**config.mk**
```make
export PLATFORM = sky130hd
export DESIGN_NAME = timer_overflow_clock
export DESIGN_NICKNAME = d
export VERILOG_FILES = /design/src/rtl/tovc_pkg.sv /design/src/rtl/tovc_div.sv /design/src/rtl/tovc_seq.sv /design/src/rtl/tovc_dp.sv /design/src/rtl/timer_overflow_clock.sv
export SDC_FILE = /design/constraint.sdc
export NUM_CORES = 2
export LEC_CHECK = 0
export ABC_AREA = 0
export BUFFER_PORTS_ARGS = -buffer_cell sky130_fd_sc_hd__buf_2
export CAP_MARGIN = 20
export CORE_MARGIN = 2
export CORE_UTILIZATION = 44
export DETAILED_ROUTE_END_ITERATION = 8
export GPL_TIMING_DRIVEN = 1
export HOLD_SLACK_MARGIN = 0.08
export REMOVE_ABC_BUFFERS = 1
export SYNTH_ARGS = -nofsm -noshare
export SYNTH_HDL_FRONTEND = slang
export SYNTH_HIERARCHICAL = 1
export SYNTH_SLANG_ARGS = --single-unit
```
**constraint.sdc**
```tcl
create_clock -name clk -period 16.2 [get_ports clk]
set_clock_uncertainty 0.2 [all_clocks]
set_input_delay 4.05 -clock clk [delete_from_list [all_inputs] [get_ports clk]]
set_output_delay 4.05 -clock clk [all_outputs]
set_load 0.005 [all_outputs]
```
**src/rtl/tovc_pkg.sv**
```systemverilog
`timescale 1ns / 1ps

package tovc_pkg;

  localparam int PC_W = 4;
  localparam int STEP_W = 5;

  localparam logic [31:0] COUNTER_SPAN = 32'h0001_0000;
  localparam logic [31:0] FREQ_RESET = 32'd67108864;
  localparam logic [29:0] NS_PER_S = 30'd1000000000;

  // two quotient bits per divider cycle
  localparam logic [STEP_W-1:0] DIV_LAST_LONG = 5'd31;
  localparam logic [STEP_W-1:0] DIV_LAST_SHORT = 5'd22;
  localparam int DIV_SHORT_SHIFT = 18;

  typedef enum logic {
    REG_ENABLED   = 1'b0,
    REG_FREQUENCY = 1'b1
  } reg_idx_t;

  typedef enum logic [3:0] {
    SQ_NEXT   = 4'b0001,
    SQ_WAIT   = 4'b0010,
    SQ_BRANCH = 4'b0100,
    SQ_END    = 4'b1000
  } seq_op_t;

  typedef enum logic [2:0] {
    OP_NONE,
    OP_MUL_REM,
    OP_MUL_VAL,
    OP_SHL10,
    OP_SUB4,
    OP_SUB3
  } alu_op_t;

  typedef enum logic [2:0] {
    CAP_NONE,
    CAP_SEC,
    CAP_NS1,
    CAP_NS2,
    CAP_MS
  } cap_t;

  typedef struct packed {
    seq_op_t           seq;
    logic [PC_W-1:0]   target;
    alu_op_t           alu;
    logic              div_go;
    logic              div_long;
    logic              dvd_acc;
    logic              dvs_freq;
    cap_t              cap;
    logic              zero;
  } ctrl_t;

  typedef struct packed {
    logic div_busy;
    logic absent;
  } stat_t;

  localparam logic [PC_W-1:0] PC_ZERO = 4'd15;

  function automatic ctrl_t ucode(input logic [PC_W-1:0] pc);
    ctrl_t w;
    unique case (pc)
      4'd0:  w = '{SQ_BRANCH, PC_ZERO, OP_NONE,    1'b1, 1'b1, 1'b0, 1'b0, CAP_NONE, 1'b0};
      4'd1:  w = '{SQ_WAIT,   4'd0,    OP_NONE,    1'b0, 1'b0, 1'b0, 1'b0, CAP_SEC,  1'b0};
      4'd2:  w = '{SQ_NEXT,   4'd0,    OP_MUL_REM, 1'b0, 1'b0, 1'b0, 1'b0, CAP_NONE, 1'b0};
      4'd3:  w = '{SQ_NEXT,   4'd0,    OP_NONE,    1'b1, 1'b0, 1'b1, 1'b0, CAP_NONE, 1'b0};
      4'd4:  w = '{SQ_WAIT,   4'd0,    OP_NONE,    1'b0, 1'b0, 1'b0, 1'b0, CAP_NS1,  1'b0};
      4'd5:  w = '{SQ_NEXT,   4'd0,    OP_MUL_VAL, 1'b0, 1'b0, 1'b0, 1'b0, CAP_NONE, 1'b0};
      4'd6:  w = '{SQ_NEXT,   4'd0,    OP_NONE,    1'b1, 1'b0, 1'b1, 1'b1, CAP_NONE, 1'b0};
      4'd7:  w = '{SQ_WAIT,   4'd0,    OP_NONE,    1'b0, 1'b0, 1'b0, 1'b0, CAP_NS2,  1'b0};
      4'd8:  w = '{SQ_NEXT,   4'd0,    OP_SHL10,   1'b0, 1'b0, 1'b0, 1'b0, CAP_NONE, 1'b0};
      4'd9:  w = '{SQ_NEXT,   4'd0,    OP_SUB4,    1'b0, 1'b0, 1'b0, 1'b0, CAP_NONE, 1'b0};
      4'd10: w = '{SQ_NEXT,   4'd0,    OP_SUB3,    1'b0, 1'b0, 1'b0, 1'b0, CAP_NONE, 1'b0};
      4'd11: w = '{SQ_NEXT,   4'd0,    OP_NONE,    1'b1, 1'b1, 1'b1, 1'b0, CAP_NONE, 1'b0};
      4'd12: w = '{SQ_WAIT,   4'd0,    OP_NONE,    1'b0, 1'b0, 1'b0, 1'b0, CAP_MS,   1'b0};
      4'd13: w = '{SQ_END,    4'd0,    OP_NONE,    1'b0, 1'b0, 1'b0, 1'b0, CAP_NONE, 1'b0};
      4'd14: w = '{SQ_END,    4'd0,    OP_NONE,    1'b0, 1'b0, 1'b0, 1'b0, CAP_NONE, 1'b1};
      4'd15: w = '{SQ_END,    4'd0,    OP_NONE,    1'b0, 1'b0, 1'b0, 1'b0, CAP_NONE, 1'b1};
      default: w = '{SQ_END,  4'd0,    OP_NONE,    1'b0, 1'b0, 1'b0, 1'b0, CAP_NONE, 1'b1};
    endcase
    return w;
  endfunction

endpackage

```
**src/rtl/tovc_div.sv**
```systemverilog
`timescale 1ns / 1ps

module tovc_div (
  input  logic        clk,
  input  logic        rst_n,
  input  logic        go,
  input  logic        long_div,
  input  logic [63:0] dividend,
  input  logic [31:0] divisor,
  output logic        busy,
  output logic [63:0] quot,
  output logic [31:0] rem
);

  logic                             run_r, run_nxt;
  logic [tovc_pkg::STEP_W-1:0]      left_r, left_nxt;
  logic [63:0]                      quot_r, quot_nxt;
  logic [31:0]                      rem_r, rem_nxt;
  logic [31:0]                      dvs_r, dvs_nxt;

  always_comb begin
    logic [32:0] t;
    logic [31:0] r;
    logic [63:0] q;
    run_nxt  = run_r;
    left_nxt = left_r;
    quot_nxt = quot_r;
    rem_nxt  = rem_r;
    dvs_nxt  = dvs_r;
    r = rem_r;
    q = quot_r;
    for (int k = 0; k < 2; k++) begin
      t = {r, q[63]};
      q = {q[62:0], 1'b0};
      if (t >= {1'b0, dvs_r}) begin
        t = t - {1'b0, dvs_r};
        q[0] = 1'b1;
      end
      r = t[31:0];
    end
    if (go) begin
      run_nxt  = 1'b1;
      rem_nxt  = '0;
      dvs_nxt  = divisor;
      if (long_div) begin
        left_nxt = tovc_pkg::DIV_LAST_LONG;
        quot_nxt = dividend;
      end else begin
        left_nxt = tovc_pkg::DIV_LAST_SHORT;
        quot_nxt = dividend << tovc_pkg::DIV_SHORT_SHIFT;
      end
    end else if (run_r) begin
      quot_nxt = q;
      rem_nxt  = r;
      left_nxt = left_r - 1'b1;
      if (left_r == '0) begin
        run_nxt = 1'b0;
      end
    end
  end

  always_ff @(posedge clk) begin
    if (!rst_n) begin
      run_r  <= 1'b0;
      left_r <= '0;
    end else begin
      run_r  <= run_nxt;
      left_r <= left_nxt;
    end
    quot_r <= quot_nxt;
    rem_r  <= rem_nxt;
    dvs_r  <= dvs_nxt;
  end

  assign busy = run_r;
  assign quot = quot_r;
  assign rem  = rem_r;

endmodule

```
**src/rtl/tovc_seq.sv**
```systemverilog
`timescale 1ns / 1ps

module tovc_seq (
  input  logic            clk,
  input  logic            rst_n,
  input  logic            launch,
  input  tovc_pkg::stat_t stat,
  output tovc_pkg::ctrl_t ctrl,
  output logic            step_en,
  output logic            busy,
  output logic            out_strobe
);

  logic [tovc_pkg::PC_W-1:0] pc_r, pc_nxt;
  logic                      busy_r, busy_nxt;
  logic                      strobe_r, strobe_nxt;

  assign ctrl = tovc_pkg::ucode(pc_r);

  always_comb begin
    pc_nxt     = pc_r;
    busy_nxt   = busy_r;
    strobe_nxt = 1'b0;
    if (launch) begin
      busy_nxt = 1'b1;
      pc_nxt   = '0;
    end else if (busy_r) begin
      unique case (ctrl.seq)
        tovc_pkg::SQ_NEXT: pc_nxt = pc_r + 1'b1;
        tovc_pkg::SQ_WAIT: begin
          if (!stat.div_busy) begin
            pc_nxt = pc_r + 1'b1;
          end
        end
        tovc_pkg::SQ_BRANCH: pc_nxt = stat.absent ? ctrl.target : pc_r + 1'b1;
        tovc_pkg::SQ_END: begin
          busy_nxt   = 1'b0;
          strobe_nxt = 1'b1;
        end
        default: busy_nxt = 1'b0;
      endcase
    end
  end

  always_ff @(posedge clk) begin
    if (!rst_n) begin
      pc_r     <= '0;
      busy_r   <= 1'b0;
      strobe_r <= 1'b0;
    end else begin
      pc_r     <= pc_nxt;
      busy_r   <= busy_nxt;
      strobe_r <= strobe_nxt;
    end
  end

  assign step_en    = busy_r;
  assign busy       = busy_r;
  assign out_strobe = strobe_r;

endmodule

```
**src/rtl/tovc_dp.sv**
```systemverilog
`timescale 1ns / 1ps

module tovc_dp (
  input  logic            clk,
  input  logic            rst_n,
  input  logic            load,
  input  logic [63:0]     ld_count,
  input  logic [15:0]     ld_value,
  input  logic            ld_active,
  input  logic            ld_absent,
  input  logic [31:0]     ld_freq,
  input  tovc_pkg::ctrl_t ctrl,
  input  logic            step_en,
  output tovc_pkg::stat_t stat,
  output logic            out_clock_active,
  output logic [63:0]     out_milliseconds,
  output logic [63:0]     out_seconds,
  output logic [30:0]     out_nanoseconds
);

  logic [63:0] cnt_r;
  logic [15:0] val_r;
  logic        act_r;
  logic        absent_r;
  logic [31:0] frq_r;
  logic [15:0] per_r;
  logic [63:0] acc_r, acc_nxt;
  logic [15:0] rem_r;
  logic [63:0] sec_r;
  logic [63:0] ms_r;
  logic [30:0] ns_r;

  logic        div_busy;
  logic [63:0] div_quot;
  logic [31:0] div_rem;
  logic [15:0] mul_in;
  logic [45:0] prod;
  logic        advance;
  logic        emit;

  tovc_div u_div (
    .clk      (clk),
    .rst_n    (rst_n),
    .go       (step_en && ctrl.div_go),
    .long_div (ctrl.div_long),
    .dividend (ctrl.dvd_acc ? acc_r : cnt_r),
    .divisor  (ctrl.dvs_freq ? frq_r : {16'b0, per_r}),
    .busy     (div_busy),
    .quot     (div_quot),
    .rem      (div_rem)
  );

  assign stat.div_busy = div_busy;
  assign stat.absent   = absent_r;

  assign mul_in  = (ctrl.alu == tovc_pkg::OP_MUL_REM) ? rem_r : val_r;
  assign prod    = 46'(mul_in) * 46'(tovc_pkg::NS_PER_S);
  assign advance = step_en && !div_busy;
  assign emit    = step_en && (ctrl.seq == tovc_pkg::SQ_END);

  always_comb begin
    acc_nxt = acc_r;
    if (step_en) begin
      unique case (ctrl.alu)
        tovc_pkg::OP_NONE:    acc_nxt = acc_r;
        tovc_pkg::OP_MUL_REM: acc_nxt = {18'b0, prod};
        tovc_pkg::OP_MUL_VAL: acc_nxt = {18'b0, prod};
        tovc_pkg::OP_SHL10:   acc_nxt = {cnt_r[53:0], 10'b0};
        tovc_pkg::OP_SUB4:    acc_nxt = acc_r - {cnt_r[59:0], 4'b0};
        tovc_pkg::OP_SUB3:    acc_nxt = acc_r - {cnt_r[60:0], 3'b0};
        default:              acc_nxt = acc_r;
      endcase
    end
  end

  always_ff @(posedge clk) begin
    if (load) begin
      cnt_r    <= ld_count;
      val_r    <= ld_value;
      act_r    <= ld_active;
      absent_r <= ld_absent;
      frq_r    <= ld_freq;
      per_r    <= ld_freq[31:16];
    end
    acc_r <= acc_nxt;
    if (advance) begin
      unique case (ctrl.cap)
        tovc_pkg::CAP_NONE: ;
        tovc_pkg::CAP_SEC: begin
          sec_r <= div_quot;
          rem_r <= div_rem[15:0];
        end
        tovc_pkg::CAP_NS1: ns_r <= div_quot[30:0];
        tovc_pkg::CAP_NS2: ns_r <= ns_r + div_quot[30:0];
        tovc_pkg::CAP_MS:  ms_r <= div_quot;
        default: ;
      endcase
    end
    if (emit) begin
      if (ctrl.zero) begin
        out_clock_active <= 1'b0;
        out_milliseconds <= '0;
        out_seconds      <= '0;
        out_nanoseconds  <= '0;
      end else begin
        out_clock_active <= act_r;
        out_milliseconds <= ms_r;
        out_seconds      <= sec_r;
        out_nanoseconds  <= ns_r;
      end
    end
  end

endmodule

```
**src/rtl/timer_overflow_clock.sv**
```systemverilog
`timescale 1ns / 1ps

// channel   ports                                           handshake
// input     in_func, in_timer_index, in_timer_value         start high, busy low
// result    out_clock_active, out_milliseconds,             out_valid, one cycle
//           out_seconds, out_nanoseconds
// config    cfg_we, cfg_index, cfg_wdata                    cfg_we high
//
// a tick beat leaves busy low
// a read beat holds busy through four passes of the shared
// two-bit-per-cycle divider; out_valid rises as busy falls
// a read of a timer that does not exist returns zeros
// synchronous active-low reset clears all overflow counts and enable bits
// the result is shown for exactly one cycle; the receiver cannot stall

module timer_overflow_clock #(
  parameter int NUM_TIMERS = 4
) (
  input  logic        clk,
  input  logic        rst_n,
  input  logic        start,
  output logic        busy,
  input  logic        in_func,
  input  logic [1:0]  in_timer_index,
  input  logic [15:0] in_timer_value,
  output logic        out_valid,
  output logic        out_clock_active,
  output logic [63:0] out_milliseconds,
  output logic [63:0] out_seconds,
  output logic [30:0] out_nanoseconds,
  input  logic        cfg_we,
  input  logic        cfg_index,
  input  logic [31:0] cfg_wdata
);

  localparam int IW = (NUM_TIMERS > 1) ? $clog2(NUM_TIMERS) : 1;

  logic [63:0] count_r [NUM_TIMERS];
  logic [3:0]  enabled_r;
  logic [31:0] freq_r;

  logic            accept;
  logic            exists;
  logic            active;
  logic [31:0]     idx_ext;
  logic [IW-1:0]   idx;
  logic [63:0]     sel_count;
  logic [31:0]     freq_clamped;
  tovc_pkg::ctrl_t ctrl;
  tovc_pkg::stat_t stat;
  logic            step_en;

  assign accept       = start && !busy;
  assign idx_ext      = 32'(in_timer_index);
  assign idx          = idx_ext[IW-1:0];
  assign exists       = idx_ext < 32'(NUM_TIMERS);
  assign active       = enabled_r[in_timer_index];
  assign sel_count    = exists ? count_r[idx] : '0;
  assign freq_clamped = (freq_r[31:16] == '0) ? tovc_pkg::COUNTER_SPAN : freq_r;

  always_ff @(posedge clk) begin
    if (!rst_n) begin
      for (int i = 0; i < NUM_TIMERS; i++) begin
        count_r[i] <= '0;
      end
      enabled_r <= '0;
      freq_r    <= tovc_pkg::FREQ_RESET;
    end else begin
      if (accept && !in_func && exists && active) begin
        count_r[idx] <= count_r[idx] + 64'd1;
      end
      if (cfg_we) begin
        unique case (tovc_pkg::reg_idx_t'(cfg_index))
          tovc_pkg::REG_ENABLED:   enabled_r <= cfg_wdata[3:0];
          tovc_pkg::REG_FREQUENCY: freq_r    <= cfg_wdata;
          default: ;
        endcase
      end
    end
  end

  tovc_seq u_seq (
    .clk        (clk),
    .rst_n      (rst_n),
    .launch     (accept && in_func),
    .stat       (stat),
    .ctrl       (ctrl),
    .step_en    (step_en),
    .busy       (busy),
    .out_strobe (out_valid)
  );

  tovc_dp u_dp (
    .clk              (clk),
    .rst_n            (rst_n),
    .load             (accept && in_func),
    .ld_count         (sel_count),
    .ld_value         (in_timer_value),
    .ld_active        (active),
    .ld_absent        (!exists),
    .ld_freq          (freq_clamped),
    .ctrl             (ctrl),
    .step_en          (step_en),
    .stat             (stat),
    .out_clock_active (out_clock_active),
    .out_milliseconds (out_milliseconds),
    .out_seconds      (out_seconds),
    .out_nanoseconds  (out_nanoseconds)
  );

endmodule
```
* Word level (Yosys, flattened, before mapping)
Memory sizes are Yosys's and may differ from the RTL's. A register that Yosys moved wholly into a read port is not among the register bits.
Cells that the tools add are included.
** Storage, ports and cells
- Bits in writable memories :: 256
- Memories kept :: 2
- Memory bits (read-only) :: 304
- Output and inout port bits :: 162
- Input bits :: 56
- Bits in registers :: 689
- Logic and storage cells :: 124
** Memory list
- (name not given) :: depth 16, bits a word 19, rd ports 1, clocked after memory_dff 1, wr ports 0, RTL line tovc_pkg.sv:67 : unique case (pc)
- count_r :: depth 4, bits a word 64, rd ports 1, clocked after memory_dff 0, wr ports 4, RTL line timer_overflow_clock.sv:38 : logic [63:0] count_r [NUM_TIMERS];
** Operators by class
- Bitwise logic cells :: 3
- Add/sub/neg operators :: 8
- Magnitude comparators :: 4
- Reductions and logical operators :: 30
- Eq/ne operators :: 14
- Multipliers :: 1
- Muxes and demuxes :: 36
** Operators by type and width (number)
- two-way mux 64 bit :: 5
- case mux 64 bit (4 select lines) :: 1
- subtractor 64 bit :: 2
- greater-or-equal comparator 33 x 32 -> 1 bit :: 2
- adder 64 x 1 -> 64 bit (second input constant) :: 1
- two-way mux 32 bit :: 2
- OR reduction 64 bit :: 1
- subtractor 32 bit :: 2
- case mux 31 bit (2 select lines) :: 1
- multiplier 16 x 21 -> 37 bit (second input constant) :: 1
- two-way mux 16 bit :: 2
- adder 31 bit :: 1
- two-way mux 4 bit :: 5
- zero test 16 bit :: 1
- two-way mux 1 bit :: 15
- == test 3 x 2 -> 1 bit (second input constant) :: 4
- case mux 4 bit (3 select lines) :: 1
- AND reduction 2 bit :: 6
- two-way mux 5 bit :: 2
- == test 3 bit (second input constant) :: 3
- logical AND 1 bit :: 8
- == test 3 x 1 -> 1 bit (second input constant) :: 2
- < comparator 2 x 3 -> 1 bit (second input constant) :: 2
- OR reduction 3 bit :: 2
- other kinds (17) :: 24

* Depth between registers and ports, before layout
- Word-level depth :: 10
- Depth in mapped cells :: 30
- Depth with buffers taken out :: 28

* By module
Netlist, hierarchy kept.
** By module, submodules not included
- tovc_dp :: seq. area each 15314.7 µm², area each 34062.7 µm², cells each 3143, instances 1
- timer_overflow_clock :: seq. area each 8408.1 µm², area each 13797.0 µm², cells each 1095, instances 1
- tovc_div :: seq. area each 3643.5 µm², area each 9537.9 µm², cells each 1032, instances 1
- tovc_seq :: seq. area each 420.4 µm², area each 957.2 µm², cells each 93, instances 1

* Least setup slack after synthesis
No wires, ideal clock.
- Path kind :: input port to flip-flop
- Start point :: input in_timer_index[1]
- End point :: memory count_r[2][0], enable pin
- Arrival time :: 10.042 ns
- Setup time :: 0.575 ns
- Data required time :: 15.425 ns
- Cell stages on the path :: 8
- Path buffers :: 6
- Setup slack :: 5.383 ns
- Cell sequence :: buf_4 > buf_4 > buf_4 > buf_4 > clkbuf_1 > clkbuf_1 > nand2b_1 > o21ai_0
** RTL lines
- from (decl) :: RTL line timer_overflow_clock.sv:24 : input logic [1:0] in_timer_index,
- to (decl) :: RTL line timer_overflow_clock.sv:38

* Final worst setup path
- Start point :: register u_seq/ctrl[8] (netlist name)
- End point :: register u_dp.acc_r[44] (data pin)
** Between the ends
- Cells in the longest elaborated chain, start to end :: 4
- Elaborated cells on any way between the ends :: 9
- Those cells by class :: 1 x mul; 5 x eq/ne; 2 x mux; 1 x reduce/logical
** Ends and longest elaborated chain
- == test 3 x 1 -> 1 bit :: RTL line tovc_dp.sv:56, tovc_dp.sv:64
- two-way mux 16 bit :: RTL line tovc_dp.sv:56 : assign mul_in = (ctrl.alu == tovc_pkg::OP_MUL_REM) ? rem_r : val_r;
- multiplier 16 x 21 -> 37 bit :: RTL line tovc_dp.sv:57 : assign prod = 46'(mul_in) * 46'(tovc_pkg::NS_PER_S);
- case mux 64 bit (4 select lines) * :: RTL line tovc_dp.sv:64 : unique case (ctrl.alu)
- to (signal assigned) :: RTL line tovc_dp.sv:85 : acc_r <= acc_nxt;
- to (decl) :: RTL line tovc_dp.sv:27 : logic [63:0] acc_r, acc_nxt;
Every way passes the cells marked *; elsewhere a longest branch is shown, timed or not.
A chain may end at the register's enable or synchronous reset.

==> summary.txt <==
Status
  – Status: finished, final reports clean

Timing
  – Final Hold Fails: 0
  – Max-slew violation count: 0
  – Fmax: 0.1141 GHz
  – Final worst-path cycle share: between 50% and 60%
  – Tmin final: about 9 ns
  – Setup-failing EPs final: 0
  – Relative slew slack: 17.81%
  – RSZ-0062 raised after global routing: no
  – Setup_tns: 0 ns
  – Worst slew pin tran: between 1 and 1.5 ns

Detailed routing
  – 1st-pass router iterations: 5
  – Via count: 41838
  – Final ANT Viol Nets: 0
  – Vias per inst: around 5.7
  – Avg WL per Cell: 22.81 microns
  – WL final: approximately 170000 microns
  – DRC Markers: 0
  – Initial DRC count: 3619

Min path
  – Hold Path Class: flop to flop

Critical path
  – Cell mode on critical path: inv_1
  – Worst-path cell with the longest stage delay: mux2i_1
  – Kind of critical path: flop to flop
  – Startpoint types: flop
  – Worst Setup End Kind: flop
  – Crit path max fanout: 37
  – Critical Path Max Stage Delay: 0.58 ns
  – WP data arrival: 9.03 ns
  – Critical path required time: 16.47 ns

Clock network
  – CTS resizes: 0
  – CTS clock-pin slew for the worst setup and hold paths: 0.06 ns
  – Clock Tree Root: clkbuf_16
  – CTS sink cnt: 957
  – Cts hold-fix bufs: 0
  – H-tree depth: 3
  – Worst-Skew Late Latency: 0.75 ns
  – Maximum root-to-sink buffer count: 3
  – CTS tree: yes
  – CTS buffer count: 103
  – Setup bufs post-CTS: 0

Synthesis
  – Syn. warnings: 6
  – Mapped cell area: approximately 58000 sq um
  – Avg Inst Size Synth: 10.88 sq um
  – Post-Syn Instances: 5360

Placement
  – HPWL Detailed: between 100000 and 150000 microns
  – I/O Buffers: 217
  – Routability Congestion: 0.9775

Cells and area
  – Layout area overhead: 10.63%
  – Layout cells sized above 1: approximately 11%
  – # nets final: 6036

Global routing
  – Total global routing overflow: 0
  – Vias in the first global route: about 40000
  – GR Util All Layers: between 20% and 30%
  – First-pass GRT wire length: 252200 microns
  – Largest net degree at the start of global routing: 99
  – Initial antenna violation count: 4

Floorplanning
  – Core area: 131500 sq um
  – Initial core utilization: 44.37%
  – Total die area: 135500 sq um
  – Die Y: 368.1 microns
  – Standard-cell rows: 133
  – Die Span X: 368.1 microns
  – I/O pin cnt: 218

Job
  – MaxCap Viol Count: 0
-- sequential cells by signal (all words and copies together) (netlist names), 15 cells and up --
signal / count
u_seq/ctrl: 15
u_dp/u_div/rem: 32
u_dp/rem_r: 16
u_dp/u_div/dvs_r: 32
freq_r: 32
u_dp/ms_r: 64
u_dp/sec_r: 64
u_dp/u_div/quot: 64
u_dp/cnt_r: 64
u_dp/out_milliseconds: 64
count_r: 256
u_dp/acc_r: 61
u_dp/frq_r: 32
u_dp/val_r: 16
u_dp/ns_r: 31
u_dp/out_nanoseconds: 31
u_dp/out_seconds: 64
-- layout by cell type, fill, tap and decap left out, drive strengths merged, types with 31 or more instances in the layout --
cell type	n
edfxtp	862
nor2	447
inv	424
nand2	422
a21oi	393
ha	367
o21ai	315
buf	274
nor2b	203
xnor2	177
fa	133
clkbuf	122
dfxtp	95
a21o	94
mux2i	92
xor2	89
nand4	77
nand3	68
mux4	65
and2	53
a211oi	53
nor3	51
o21bai	46
clkinv	44
a21boi	41
nand2b	37
nor4	31
mux2	31
-- critical path: cells and delay by family (launching register included) --
kind | cells | cell delay [ns]
muxes | 2 | 0.85
adders and majority gates | 7 | 3.20
buffers and inverters | 8 | 1.42
DFF | 1 | 0.31
and+or+nand+nor | 3 | 0.72
AOI/OAI and AO/OA | 8 | 1.75
-- per-layer routing --
metal | vias to the layer above | wire length [microns] | GRT usage (%)
li1 | 19688 | - | -
met1 | 20477 | 76900 | 35.27
met2 | 1421 | 73610 | 37.16
met3 | 252 | 10610 | 3.589
met4 | 0 | 5970 | 8.728
met5 | - | 0 | 0
-- area by class of cell --
| class | instances | area [sq um] |
|---|---|---|
| Multi-Input combinational cell | 3728 | 27920 |
| Fill cell | 12018 | 66930 |
| Clock buffer | 122 | 2700 |
| Antenna cell | 2 | 5.005 |
| Timing Repair Buffer | 274 | 1554 |
| Sequential cell | 957 | 27800 |
| Tap cell | 1755 | 2196 |
| Clock inverter | 71 | 799.5 |
| Inverter | 416 | 1562 |
-- stage by stage --
step / setup slack (ns) / instances / hold slack [ns] / instance area [sq um] / utilization [%]
2_1_floorplan: 6.442 / 5101 / 0.2304 / 57160 / -
6_report: 7.434 / 7325 / 0.2575 / 64540 / 49.09
3_3_place_gp: 7.070 / 7127 / 0.2489 / 60970 / 46.38
3_5_place_dp: 7.035 / 7128 / 0.2505 / 60990 / 46.39
4_1_cts: 7.430 / 7321 / 0.2621 / 64490 / 49.05
5_1_grt: 6.915 / 7323 / 0.2824 / 64530 / 49.09
-- worst paths after layout --
path,endpoint,slack (ns),cells after the start,start
hold reg to reg,freq_r[1],0.26,2,freq_r[1]
setup / recovery,u_dp/acc_r[44],7.43,28,u_seq/ctrl[8]
hold / removal,freq_r[1],0.26,2,freq_r[1]
setup reg to reg,u_dp/acc_r[44],7.43,28,u_seq/ctrl[8]
Power is left out: the tool's default activity adds up to more than one toggle a clock period on the data nets, which glitch-free logic cannot reach.
